===== config.mk =====
export PLATFORM = sky130hd
export DESIGN_NAME = marker_framed_packet_receiver
export DESIGN_NICKNAME = d
export VERILOG_FILES = /design/src/rtl/core/mfpr_pkg.sv /design/src/rtl/core/mfpr_store.sv /design/src/rtl/core/marker_framed_packet_receiver.sv
export SDC_FILE = /design/constraint.sdc
export NUM_CORES = 1
export LEC_CHECK = 0
export BUFFER_PORTS_ARGS = -buffer_cell sky130_fd_sc_hd__buf_2
export CAP_MARGIN = 10
export CORE_MARGIN = 3
export CORE_UTILIZATION = 30
export CTS_BUF_LIST = sky130_fd_sc_hd__clkbuf_4 sky130_fd_sc_hd__clkbuf_8
export DETAILED_ROUTE_END_ITERATION = 8
export PLACE_DENSITY = 0.41
export SETUP_SLACK_MARGIN = 0.05
export SLEW_MARGIN = 0
export SYNTH_ARGS = -nofsm -noshare
export SYNTH_HDL_FRONTEND = slang
export SYNTH_SLANG_ARGS = --single-unit

===== constraint.sdc =====
create_clock -name clk -period 4.1 [get_ports clk]
set_input_delay 0.82 -clock clk [delete_from_list [all_inputs] [get_ports clk]]
set_output_delay 0.82 -clock clk [all_outputs]
set_load 0.01 [all_outputs]

===== src/rtl/core/mfpr_pkg.sv =====
// Shared types and constants for the marker framed packet receiver.
// Used by the frame store and the top level; depends on nothing else.
package mfpr_pkg;

  // Default frame store depth in bytes
  localparam int BUFFER_SIZE_DEF = 64;

  // Fixed field widths
  localparam int BYTE_W  = 8;
  localparam int COUNT_W = 16;
  localparam int INDEX_W = 6;

  // Saturation value of the byte counter
  localparam logic [COUNT_W-1:0] COUNT_MAX = '1;

  // Configuration register indexes
  typedef enum logic [0:0] {
    REG_OPEN_MARK  = 1'b0,
    REG_CLOSE_MARK = 1'b1
  } cfg_reg_t;

  // Control states, one-hot
  typedef enum logic [1:0] {
    S_IDLE = 2'b01,
    S_EMIT = 2'b10
  } state_t;

endpackage


===== src/rtl/core/mfpr_store.sv =====
// Frame store of the marker framed packet receiver: one write port and one
// read port with registered read data. Depends on mfpr_pkg.
module mfpr_store
  import mfpr_pkg::*;
#(
  parameter int BUFFER_SIZE = BUFFER_SIZE_DEF,
  localparam int IDX_W = (BUFFER_SIZE > 1) ? $clog2(BUFFER_SIZE) : 1
) (
  input  logic              clk,
  input  logic              wr_en,
  input  logic [IDX_W-1:0]  wr_addr,
  input  logic [BYTE_W-1:0] wr_data,
  input  logic              rd_en,
  input  logic [IDX_W-1:0]  rd_addr,
  output logic [BYTE_W-1:0] rd_data
);

  logic [BYTE_W-1:0] mem [BUFFER_SIZE];

  // Write a frame byte
  always_ff @(posedge clk) begin
    if (wr_en) begin
      mem[wr_addr] <= wr_data;
    end
  end

  // Registered read; data holds while no read is issued
  always_ff @(posedge clk) begin
    if (rd_en) begin
      rd_data <= mem[rd_addr];
    end
  end

endmodule


===== src/rtl/core/marker_framed_packet_receiver.sv =====
// Marker framed packet receiver: top level.
// Depends on mfpr_pkg and mfpr_store.
//
// Input channel: one received byte per word on rx_byte, handshake in_valid /
// in_stall. Outside a frame, bytes are dropped until the start marker opens a
// frame. Inside a frame each byte other than the end marker goes into the
// frame store, the first one also sets declared_length. The byte taken at
// the end marker closes the frame.
// Output channel: out_valid / out_stall. An accepted frame comes out as one
// word per stored byte (slot 0 up), last marking the final one; an accepted
// empty frame or a rejected frame gives a single word with last set.
// Throughput: one input byte per cycle while no result is waiting. A rejected or
// empty frame's word appears in the cycle after the end marker is taken; a run's
// first word passes the store read and output registers, then one word per cycle
// while not stalled; input stalls until the final word is in the output register.
// Configuration: cfg_write, cfg_index, cfg_data set the start and end markers;
// write only while the block is idle.
// Reset (rst, synchronous): markers return to 60 and 62, the frame and its
// counters clear, the output register empties. Store contents are not cleared.
// A stalled output holds its word; the run and the input wait behind it.
module marker_framed_packet_receiver
  import mfpr_pkg::*;
#(
  parameter int BUFFER_SIZE = BUFFER_SIZE_DEF
) (
  input  logic               clk,
  input  logic               rst,
  // configuration
  input  logic               cfg_write,
  input  logic [0:0]         cfg_index,
  input  logic [BYTE_W-1:0]  cfg_data,
  // input channel
  input  logic               in_valid,
  output logic               in_stall,
  input  logic [BYTE_W-1:0]  rx_byte,
  // output channel
  output logic               out_valid,
  input  logic               out_stall,
  output logic               frame_ok,
  output logic               byte_valid,
  output logic [BYTE_W-1:0]  data_byte,
  output logic [INDEX_W-1:0] byte_index,
  output logic [COUNT_W-1:0] received_count,
  output logic [BYTE_W-1:0]  declared_length,
  output logic               last
);

  localparam int IDX_W = (BUFFER_SIZE > 1) ? $clog2(BUFFER_SIZE) : 1;
  localparam logic [IDX_W-1:0]   IDX_TOP   = IDX_W'(BUFFER_SIZE - 1);
  localparam logic [COUNT_W-1:0] COUNT_BUF = COUNT_W'(BUFFER_SIZE);

  // Configuration registers
  logic [BYTE_W-1:0] open_mark;
  logic [BYTE_W-1:0] close_mark;

  // Frame state
  state_t             state;
  logic               in_frame;
  logic [IDX_W-1:0]   write_index;
  logic [COUNT_W-1:0] byte_counter;
  logic [BYTE_W-1:0]  length_byte;

  // Run state
  logic [IDX_W-1:0]   rd_idx;
  logic [IDX_W-1:0]   run_last;
  logic [COUNT_W-1:0] run_count;

  // Store ports
  logic              wr_en;
  logic              rd_en;
  logic [IDX_W-1:0]  rd_addr;
  logic [BYTE_W-1:0] rd_data;

  // Decoded events
  logic in_take;
  logic out_free;
  logic is_end;
  logic is_data;
  logic is_close;
  logic close_ok;
  logic close_empty;
  logic emit_load;
  logic [IDX_W-1:0]   write_index_next;
  logic [IDX_W-1:0]   run_last_next;
  logic [IDX_W+INDEX_W-1:0] index_ext;

  assign out_free = !out_valid || !out_stall;
  assign in_stall = (state != S_IDLE) || !out_free;
  assign in_take  = in_valid && !in_stall;

  assign is_end   = in_frame && (rx_byte == close_mark);
  assign is_data  = in_take && in_frame && !is_end;
  assign is_close = in_take && is_end;

  assign close_ok    = (byte_counter == COUNT_W'(1)) ||
                       (byte_counter == COUNT_W'(length_byte));
  assign close_empty = (byte_counter == '0);

  // Clamp the write slot at the top of the store
  assign write_index_next = (write_index == IDX_TOP) ? write_index : write_index + 1'b1;

  // Final slot of the run
  assign run_last_next = (byte_counter >= COUNT_BUF) ? IDX_TOP
                                                    : IDX_W'(byte_counter - 1'b1);

  // Load a run word into the output register
  assign emit_load = (state == S_EMIT) && out_free;

  // Store access: write data bytes, read slot 0 on close, then step the run
  assign wr_en = is_data;
  always_comb begin
    rd_en   = 1'b0;
    rd_addr = '0;
    if (is_close && close_ok && !close_empty) begin
      rd_en = 1'b1;
    end else if (emit_load && (rd_idx != run_last)) begin
      rd_en   = 1'b1;
      rd_addr = rd_idx + 1'b1;
    end
  end

  mfpr_store #(
    .BUFFER_SIZE(BUFFER_SIZE)
  ) u_store (
    .clk     (clk),
    .wr_en   (wr_en),
    .wr_addr (write_index),
    .wr_data (rx_byte),
    .rd_en   (rd_en),
    .rd_addr (rd_addr),
    .rd_data (rd_data)
  );

  // Configuration writes
  always_ff @(posedge clk) begin
    if (rst) begin
      open_mark  <= BYTE_W'(60);
      close_mark <= BYTE_W'(62);
    end else if (cfg_write) begin
      unique case (cfg_reg_t'(cfg_index))
        REG_OPEN_MARK:  open_mark  <= cfg_data;
        REG_CLOSE_MARK: close_mark <= cfg_data;
        default: ;
      endcase
    end
  end

  // Frame tracking: open, store, close
  always_ff @(posedge clk) begin
    if (rst) begin
      in_frame     <= 1'b0;
      write_index  <= '0;
      byte_counter <= '0;
      length_byte  <= '0;
    end else if (in_take) begin
      if (!in_frame) begin
        in_frame <= (rx_byte == open_mark);
      end else if (is_end) begin
        in_frame     <= 1'b0;
        write_index  <= '0;
        byte_counter <= '0;
      end else begin
        write_index <= write_index_next;
        if (write_index == '0) begin
          length_byte <= rx_byte;
        end
        if (byte_counter != COUNT_MAX) begin
          byte_counter <= byte_counter + 1'b1;
        end
      end
    end
  end

  // Run sequencer
  always_ff @(posedge clk) begin
    if (rst) begin
      state <= S_IDLE;
    end else begin
      unique case (state)
        S_IDLE: begin
          if (is_close && close_ok && !close_empty) begin
            state <= S_EMIT;
          end
        end
        S_EMIT: begin
          if (emit_load && (rd_idx == run_last)) begin
            state <= S_IDLE;
          end
        end
        default: state <= S_IDLE;
      endcase
    end
  end

  // Run position and frame figures
  always_ff @(posedge clk) begin
    if (is_close) begin
      rd_idx    <= '0;
      run_last  <= run_last_next;
      run_count <= byte_counter;
    end else if (rd_en) begin
      rd_idx <= rd_addr;
    end
  end

  // Output register valid
  always_ff @(posedge clk) begin
    if (rst) begin
      out_valid <= 1'b0;
    end else if ((is_close && (!close_ok || close_empty)) || emit_load) begin
      out_valid <= 1'b1;
    end else if (!out_stall) begin
      out_valid <= 1'b0;
    end
  end

  // Output register payload
  assign index_ext = {{INDEX_W{1'b0}}, rd_idx};
  always_ff @(posedge clk) begin
    if (is_close && (!close_ok || close_empty)) begin
      frame_ok        <= close_ok;
      byte_valid      <= 1'b0;
      data_byte       <= '0;
      byte_index      <= '0;
      received_count  <= byte_counter;
      declared_length <= length_byte;
      last            <= 1'b1;
    end else if (emit_load) begin
      frame_ok        <= 1'b1;
      byte_valid      <= 1'b1;
      data_byte       <= rd_data;
      byte_index      <= index_ext[INDEX_W-1:0];
      received_count  <= run_count;
      declared_length <= length_byte;
      last            <= (rd_idx == run_last);
    end
  end

endmodule


==> out/qor.yml, run 1 <==
outcome: "finished, final reports clean"
grt_max_degree: 88
dr.pass1.iters: 5
finalHoldViolCount: 0
ys_top_cells_by_area: "edfxtp_1 (66%), dfxtp_1 (5.6%), mux4_2 (4.2%)"
cts_buffers: 110
chipHeight_um: 298.2
peakVddDrop_mv: 0.2504
area_growth_pct: 17.55
cts_tree: "built"
syn_inst: 1717
synth.avg_cell_area_sq_um: 14.92
clk_pin_slew_ns: 0.06
die_w_um: 298.2
drt-wirelength-per-cell_um: 24.36
ys_top_cells_by_count: "edfxtp_1 (567), nor2_1 (193), nand2_1 (138)"
dieArea_sq_mm: 0.08894
core_sq_mm: 0.08409
nNetsFinal: 1919
insertion_delay_ns: 0.71
regToRegSetupSlack_ns: 0.60
ios: 65
synth_top_area_cell: "edfxtp_1"
fill_cells: 8185
end_kind: "flop"
worstReg2RegEnd: "u_store.rd_data[0]"
hold_path.class: "input port to flop"
yosysUniqueCellTypes: 62
wl_mm: 75.96
syn-cell-area_sq_mm: 0.02562
finalClockSkew_ns: 0.03056
syn-num-nets: 1746
track_usage_pct: 16.81
h-tree-depth: 3
cp-start-kind: "flop"
grt_pass1_wl_mm: 110.2
critPathMaxFanout: 45
yosysMostFrequentCell: "edfxtp_1"
endpoint: "u_store.rd_data[0]"
place_congestion: 0.8266
cts_buffer_depth: 3
critPathLaunch: "rd_idx[4]"
cts_resized: 0
cts_setup_buffers: 0
required_ns: 4.64
worstMarginPinSlew_ns: 1.199
rsz0062_at_grt: "no"
drc: 0
period_share_pct: 85.42
ys_seq_area_share_pct: 72.09
async_reset_ff_share_pct: 0
vias: 15300
port_buffers: 64
setup_viol: 0
initial_utilization_pct: 30.47
fmax_ghz: 0.2855
grt_overflow: 0
yosys_most_used_dff: "edfxtp_1"
cp_data_arrival_time_ns: 4.05
min_period_ns: 3.502
drv_slew: 0
synth_edf_count: 567
synth-seq-cells: 639
drv_cap: 0
holdBufCountCts: 0
hold-worst-slack_ns: 0.3477
leakagePower_nw: 9.790
grt_pass1_vias: 16000
route.antenna.remaining_nets: 0
slew_headroom_pct: 20.09
core.rowCount: 106
p_per_area_mw_per_mm2: 440.0
yosys_warnings: 0
vias_per_cell: 4.907
cts.sink_count: 639
drive_above_1_share_pct: 24.67
criticalPathCategory: "flop to flop"
fin_setup_tns_ns: 0
place_hpwl_mm: 47.34
root_buffer: "clkbuf_8"
ff2ff_path_depth: 8
synth_top_area_share_pct: 66.46
rr_startpoint: "rd_idx[4]"
antenna_found_initial: 7
drtIter0Drc: 1069
per-layer routing:
metal	vias to the layer above	share of wire, %	GRT usage, %
met2	400	48	27.69
met3	116	4.7	3.243
li1	6959	-	-
met5	-	0	0
met4	0	2.4	4.659
met1	7824	45	22.69
registers in the layout, summed over array words and instances (netlist names), 8 cells and up:
register         flops
length_byte          8
data_byte            8
u_store.mem        512
close_mark           8
received_count      16
byte_counter        16
declared_length      8
open_mark            8
u_store.rd_data      8
run_count           16
power breakdown:
group | switching, mW | internal [mW] | total [mW] | leakage (nW)
registers | 0.00643 | 7.08 | 7.09 | 5.70
clock network | 2.59 | 3.38 | 5.97 | 1.23
logic | 0.163 | 0.0344 | 0.197 | 2.86
placed cells by master (no fill, tap or decap), types with 9 or more instances in the layout:
| master | instances |
|---|---|
| edfxtp_1 | 567 |
| nor2_1 | 192 |
| nand2_1 | 137 |
| clkbuf_8 | 119 |
| o22ai_1 | 113 |
| buf_4 | 102 |
| dfxtp_1 | 71 |
| nand3_1 | 67 |
| mux2_2 | 66 |
| buf_2 | 64 |
| a21oi_1 | 56 |
| mux4_2 | 48 |
| clkbuf_4 | 44 |
| xnor2_1 | 32 |
| mux2i_1 | 32 |
| xor2_1 | 25 |
| o21ai_0 | 18 |
| a31oi_1 | 18 |
| clkinv_1 | 18 |
| nand4_1 | 16 |
| clkinv_2 | 16 |
| inv_1 | 14 |
| nand3b_1 | 9 |
| and3_1 | 9 |
logic make-up after synthesis:
family / count (synthesis) / share of synthesized area, %
compound gates: 260 / 6.530
mux: 151 / 8.591
fa+ha+maj: 7 / 0.3419
simple gates: 475 / 8.230
buf+inv: 127 / 2.237
xor+xnor: 58 / 1.983
flops: 639 / 72.09
worst min path at each step:
| stage | start | end | slack (ns) | cells after the start |
|---|---|---|---|---|
| 6_report | cfg_data[5] | open_mark[5] | 0.35 | 3 |
| 5_1_grt | cfg_data[4] | open_mark[4] | 0.30 | 3 |
| 4_1_cts | cfg_data[3] | open_mark[3] | 0.28 | 3 |
| 3_5_place_dp | byte_index[5] | byte_index[5] | 0.45 | 2 |
| 3_3_place_gp | byte_index[5] | byte_index[5] | 0.44 | 2 |
| 2_1_floorplan | byte_counter[2] | run_count[2] | 0.40 | 0 |
critical path, cell delays in order (launching register included):
cell     delay [ns]
dfxtp_1        0.56
xor2_1         0.16
nor4_4         0.52
a21o_2         0.66
buf_12         0.32
o22ai_1        0.14
a31oi_1        0.62
nand2_1        0.14
nand3_1        0.16
metrics by stage:
step / setup slack (ns) / utilization (%) / instance area (sq um) / total power, mW / std cells
after detailed placement: 0.2907 / 33.09 / 27820 / 7.426 / 2912
after CTS: 0.6810 / 35.81 / 30110 / 13.45 / 3116
final: 0.5976 / 35.81 / 30120 / 13.25 / 3118
after global routing: 0.4407 / 35.81 / 30120 / 13.75 / 3118
after floorplan: 1.115 / - / 25620 / 7.258 / 1717
after global placement: 0.4039 / 33.09 / 27820 / 7.425 / 2912
area by class of cell:
cell class	instances	area [sq um]	area share, %
repair buffers	174	1246	4.138
well taps	1134	1419	4.711
multi-input cells	951	6635	22.03
clock inverters	41	317.8	1.055
clock buffers	163	1968	6.535
inverters	14	52.55	0.1745
flip-flops and latches	639	18470	61.34
diodes	2	5.005	0.01662
No activity file was read; power rests on OpenSTA's default activity.
==> run 2, diff against run 1 <==
CELL_PAD_IN_SITES_DETAIL_PLACEMENT = 1   (was not set)
CELL_PAD_IN_SITES_GLOBAL_PLACEMENT = 1   (was not set)
PLACE_DENSITY = 0.47   (was 0.41)
==> out/qor.yml, run 2 (synthesis results as in run 1) <==
end_kind: "flop"
power.share.sequential_pct: 54.1  # +0.6 points
cts_buffers: 111  # +0.91%
worstMarginPinSlew_ns: 1.047  # -0.1516 ns
initial_utilization_pct: 30.47  # unchanged
drive_above_1_share_pct: 23.89  # -0.78 points
vias: 15480  # +1.2%
slew_headroom_pct: 30.20  # +10 points
period_share_pct: 77.25  # -8.2 points
place_hpwl_mm: 49.67  # +4.9%
regToRegSetupSlack_ns: 0.93  # +0.33 ns
area_growth_pct: 17.05
outcome: "finished, final reports clean"
place_congestion: 0.7867  # -4.8%
grt_pass1_vias: 16680  # +4.2%
p_per_area_mw_per_mm2: 436.4  # -0.82%
drtIter0Drc: 1216  # +14%
chipHeight_um: 298.2  # unchanged
insertion_delay_ns: 0.69  # -0.02 ns
peakVddDrop_mv: 0.2075  # -17%
root_buffer: "clkbuf_8"
hold_path.class: "input port to flop"
finalHoldViolCount: 0  # unchanged
largest_register_ffs: 512  # unchanged
p_int_mw: 10.31  # -1.7%
drt-wirelength-per-cell_um: 25.09  # +3.0%
finalClockSkew_ns: 0.02424  # -0.006323 ns
die_w_um: 298.2  # unchanged
ios: 65  # unchanged
dr.pass1.iters: 6  # +1
final_common_cell: "edfxtp_1"
criticalPathCategory: "flop to flop"
grt_max_degree: 108  # +23%
vias_per_cell: 4.962  # +1.1%
min_period_ns: 3.167  # -0.3349 ns
drv_cap: 0  # unchanged
h-tree-depth: 3  # unchanged
core.rowCount: 106  # unchanged
cp-start-kind: "flop"
core_sq_mm: 0.08409  # unchanged
required_ns: 4.49  # -0.15 ns
fill_cells: 8813  # +7.7%
leakagePower_nw: 9.700  # -0.92%
swShare_pct: 21.19  # +0.38 points
rsz0062_at_grt: "no"
cts_tree: "built"
p_clk_share_pct: 44.3  # -0.7 points
fmax_ghz: 0.3157  # +11%
cts_setup_buffers: 0  # unchanged
netSwitchingPower_mw: 2.773  # +0.58%
final_cell_mix: "edfxtp_1 (567), nor2_1 (192), nand2_1 (137)"
cts.sink_count: 639  # unchanged
grt_pass1_wl_mm: 114.9  # +4.2%
drv_slew: 0  # unchanged
nNetsFinal: 1920  # +0.052%
wl_mm: 78.26  # +3.0%
cts_resized: 0  # unchanged
regMostFlops: "u_store.mem"
clk_pin_slew_ns: 0.06  # about the same
holdBufCountCts: 0  # unchanged
route.antenna.remaining_nets: 0  # unchanged
antenna_found_initial: 2  # -5
critPathMaxFanout: 56  # +24%
cp_data_arrival_time_ns: 3.55  # -0.50 ns
port_buffers: 64  # unchanged
cts_buffer_depth: 3  # unchanged
drc: 0  # unchanged
p_total_mw: 13.09  # -1.2%
fin_setup_tns_ns: 0  # unchanged
setup_viol: 0  # unchanged
dieArea_sq_mm: 0.08894  # unchanged
track_usage_pct: 17.47  # +0.66 points
pwr-share-comb_pct: 1.5  # about the same
grt_overflow: 0  # unchanged
## run 2: changes by cell type in the layout (fill, tap and decap cells not counted), sizes merged
cell    before  now
bufinv       5    4
clkbuf     163  154
clkinv      34   48
diode        2    1
inv         16   14
## run 2: metal layers
layer	track usage, %	up-vias	share of wire, %
met5	0	-	0
met4	4.343	0	2.2
met3	3.163	117	4.8
met2	29.11	389	48
met1	23.63	8021	45
li1	-	6951	-
## run 2: critical path: stages, from the launching register on
cell and delay (ns):
dfxtp_1 0.56, ha_4 0.29, buf_12 0.19, or2_2 0.53, o21ai_0 0.23, a21oi_1 0.08
o22ai_1 0.24, nand2_1 0.10, o211ai_1 0.33, nand3_1 0.25
## run 2: final cells by class
class,instances,area (sq um),area share [%]
well taps,1134,1419,4.732
flip-flops and latches,639,18470,61.60
diodes,1,2.502,0.008345
inverters,14,52.55,0.1752
repair buffers,174,1209,4.031
clock inverters,52,316.6,1.056
multi-input cells,951,6635,22.13
clock buffers,154,1882,6.275
## run 2: path summary, 6_finish.rpt
path / depth (start not counted) / end / startpoint
worst max-delay path: 9 / u_store.rd_data[1] / rd_idx[1]
worst min-delay path: 3 / open_mark[4] / cfg_data[4]
worst max register to register: 9 / u_store.rd_data[1] / rd_idx[1]
worst min register to register: 2 / byte_index[4] / byte_index[4]
## run 2: power by group through the flow
stage | clock, mW | combinational [mW] | sequential [mW]
6_report | 5.80 | 0.202 | 7.08
5_1_grt | 6.30 | 0.221 | 7.08
4_1_cts | 6.01 | 0.211 | 7.08
3_5_place_dp | 0 | 0.212 | 7.22
3_3_place_gp | 0 | 0.210 | 7.22
2_1_floorplan | 0 | 0.0382 | 7.22
## run 2: stage by stage
stage	util [%]	hold WS [ns]	worst slack, ns	cell area (sq um)	cells
finish	35.66	0.3740	0.9326	29990	3119
detailed placement	33.05	0.4454	0.4512	27790	2912
global route	35.66	0.3222	0.7724	29990	3119
floorplan	-	0.4029	1.115	25620	1717
CTS	35.66	0.2898	0.9104	29990	3118
global placement	33.05	0.4435	0.4747	27790	2912
==> run 3, diff against run 2 <==
PLACE_DENSITY = 0.49   (was 0.47)
clock period = 2.7 ns   (was 4.1 ns; I/O delays follow)
==> out/qor.yml, run 3 (synthesis results as in run 1) <==
outcome: "finished, final reports clean"
cp-start-kind: "flop"
initial_utilization_pct: 30.47  # unchanged
area_growth_pct: 24.86
cts_tree: "built"
drc: 0  # unchanged
min_period_ns: 2.690  # -0.4771 ns
final_common_cell: "edfxtp_1"
clk_pin_slew_ns: 0.06  # about the same
grt_pass1_wl_mm: 113.7  # -1.1%
setup_viol: 0  # unchanged
route.antenna.remaining_nets: 0  # unchanged
wl_mm: 77.14  # -1.4%
p_per_area_mw_per_mm2: 632.5  # +45%
worstMarginPinSlew_ns: 0.9876  # -0.05938 ns
finalHoldViolCount: 0  # unchanged
insertion_delay_ns: 0.71  # +0.02 ns
period_share_pct: 99.64  # +22 points
grt_max_degree: 67  # -38%
dr.pass1.iters: 5  # -1
root_buffer: "clkbuf_8"
drv_slew: 0  # unchanged
cts.sink_count: 639  # unchanged
fin_area_sq_mm: 0.03199  # +6.7%
largest_register_ffs: 512  # unchanged
final_cell_mix: "edfxtp_1 (567), buf_4 (162), nor2_1 (161)"
leakagePower_nw: 10.50  # +8.3%
grt_overflow: 0  # unchanged
drive_above_1_share_pct: 33.14  # +9.3 points
hold_path.class: "input port to flop"
port_buffers: 64  # unchanged
drv_cap: 0  # unchanged
required_ns: 3.13  # -1.36 ns
cts_buffer_depth: 3  # unchanged
drt-wirelength-per-cell_um: 23.93  # -4.6%
h-tree-depth: 3  # unchanged
core_sq_mm: 0.08409  # unchanged
slew_headroom_pct: 34.16  # +4.0 points
end_kind: "flop"
grt_pass1_vias: 16870  # +1.2%
vias_per_cell: 4.902  # -1.2%
die_w_um: 298.2  # unchanged
dieArea_sq_mm: 0.08894  # unchanged
critPathMaxFanout: 8  # -86%
cts_buffers: 112  # +0.90%
vias: 15800  # +2.1%
antenna_found_initial: 1  # -1
dpl_cell_area_sq_mm: 0.02874  # +3.4%
drtIter0Drc: 1050  # -14%
fin_setup_tns_ns: 0  # unchanged
hold_depth: 3  # unchanged
place_congestion: 0.8587  # +9.2%
chipHeight_um: 298.2  # unchanged
core.rowCount: 106  # unchanged
peakVddDrop_mv: 0.3587  # +73%
ff2ff_path_depth: 10  # +1
criticalPathCategory: "flop to flop"
nNetsFinal: 2028  # +5.6%
fmax_ghz: 0.3717  # +18%
place_hpwl_mm: 49.17  # -1.0%
track_usage_pct: 17.14  # -0.33 points
ios: 65  # unchanged
rsz0062_at_grt: "yes"
regMostFlops: "u_store.mem"
hold-worst-slack_ns: 0.09089  # -0.2831 ns
finalClockSkew_ns: 0.03697  # +0.01273 ns
cp_data_arrival_time_ns: 3.12  # -0.43 ns
==> run 3: routing by layer <==
| layer | track usage, % | up-vias | wire [um] |
|---|---|---|---|
| li1 | - | 7167 | - |
| met1 | 23.44 | 8179 | 35190 |
| met5 | 0 | - | 0 |
| met2 | 27.98 | 344 | 37320 |
| met3 | 3.039 | 109 | 2890 |
| met4 | 4.952 | 0 | 1741 |
==> run 3: cell type report <==
cell class | count | area (sq um)
Antenna cell | 1 | 2.502
Clock buffer | 145 | 1814
Clock inverter | 58 | 481.7
Fill cell | 8649 | 52100
Inverter | 14 | 56.30
Multi-Input combinational cell | 951 | 7298
Sequential cell | 639 | 18470
Tap cell | 1134 | 1419
Timing Repair Buffer | 281 | 2444
==> run 3: final timing paths <==
| kind | start | endpoint | slack (ns) |
|---|---|---|---|
| setup reg to reg | rd_idx[0] | u_store.rd_data[6] | 0.01 |
| setup / recovery | rd_idx[0] | u_store.rd_data[6] | 0.01 |
| hold / removal | cfg_data[7] | close_mark[7] | 0.09 |
| hold reg to reg | byte_index[5] | byte_index[5] | 0.46 |
==> run 3: repair_timing <==
item | in CTS | in global routing
endpoints found under the hold margin | 5 | 0
resized for setup | 70 | 85
setup buffers | 7 | 1
pin swaps | 23 | 25
endpoints found under the setup margin | 348 | 337
hold buffers | 5 | 0
gates cloned | 2 | 0
==> run 3: where the power goes <==
part	internal, mW	switching, mW
clock network	5.15	4.02
logic	0.0642	0.236
registers	10.7	0.00981
==> run 3: critical path, stage by stage, from the launching register on <==
cell and delay [ns]:
dfxtp_4 0.37, ha_4 0.30, buf_12 0.15, buf_6 0.12, mux2_2 0.34, o22ai_2 0.15, nor2_2 0.07, o22ai_2 0.14
a31oi_4 0.14, a32o_2 0.28, a311o_1 0.35
==> run 3: through the flow <==
step / total power, mW / cells / setup WS, ns / util [%]
2_1_floorplan: 11.02 / 1717 / 0.1047 / -
3_3_place_gp: 11.26 / 3004 / -0.5302 / 34.18
3_5_place_dp: 11.27 / 3004 / -0.5714 / 34.18
4_1_cts: 20.57 / 3221 / -0.03102 / 37.52
5_1_grt: 20.99 / 3223 / -0.05678 / 38.04
6_report: 20.23 / 3223 / 0.009696 / 38.04
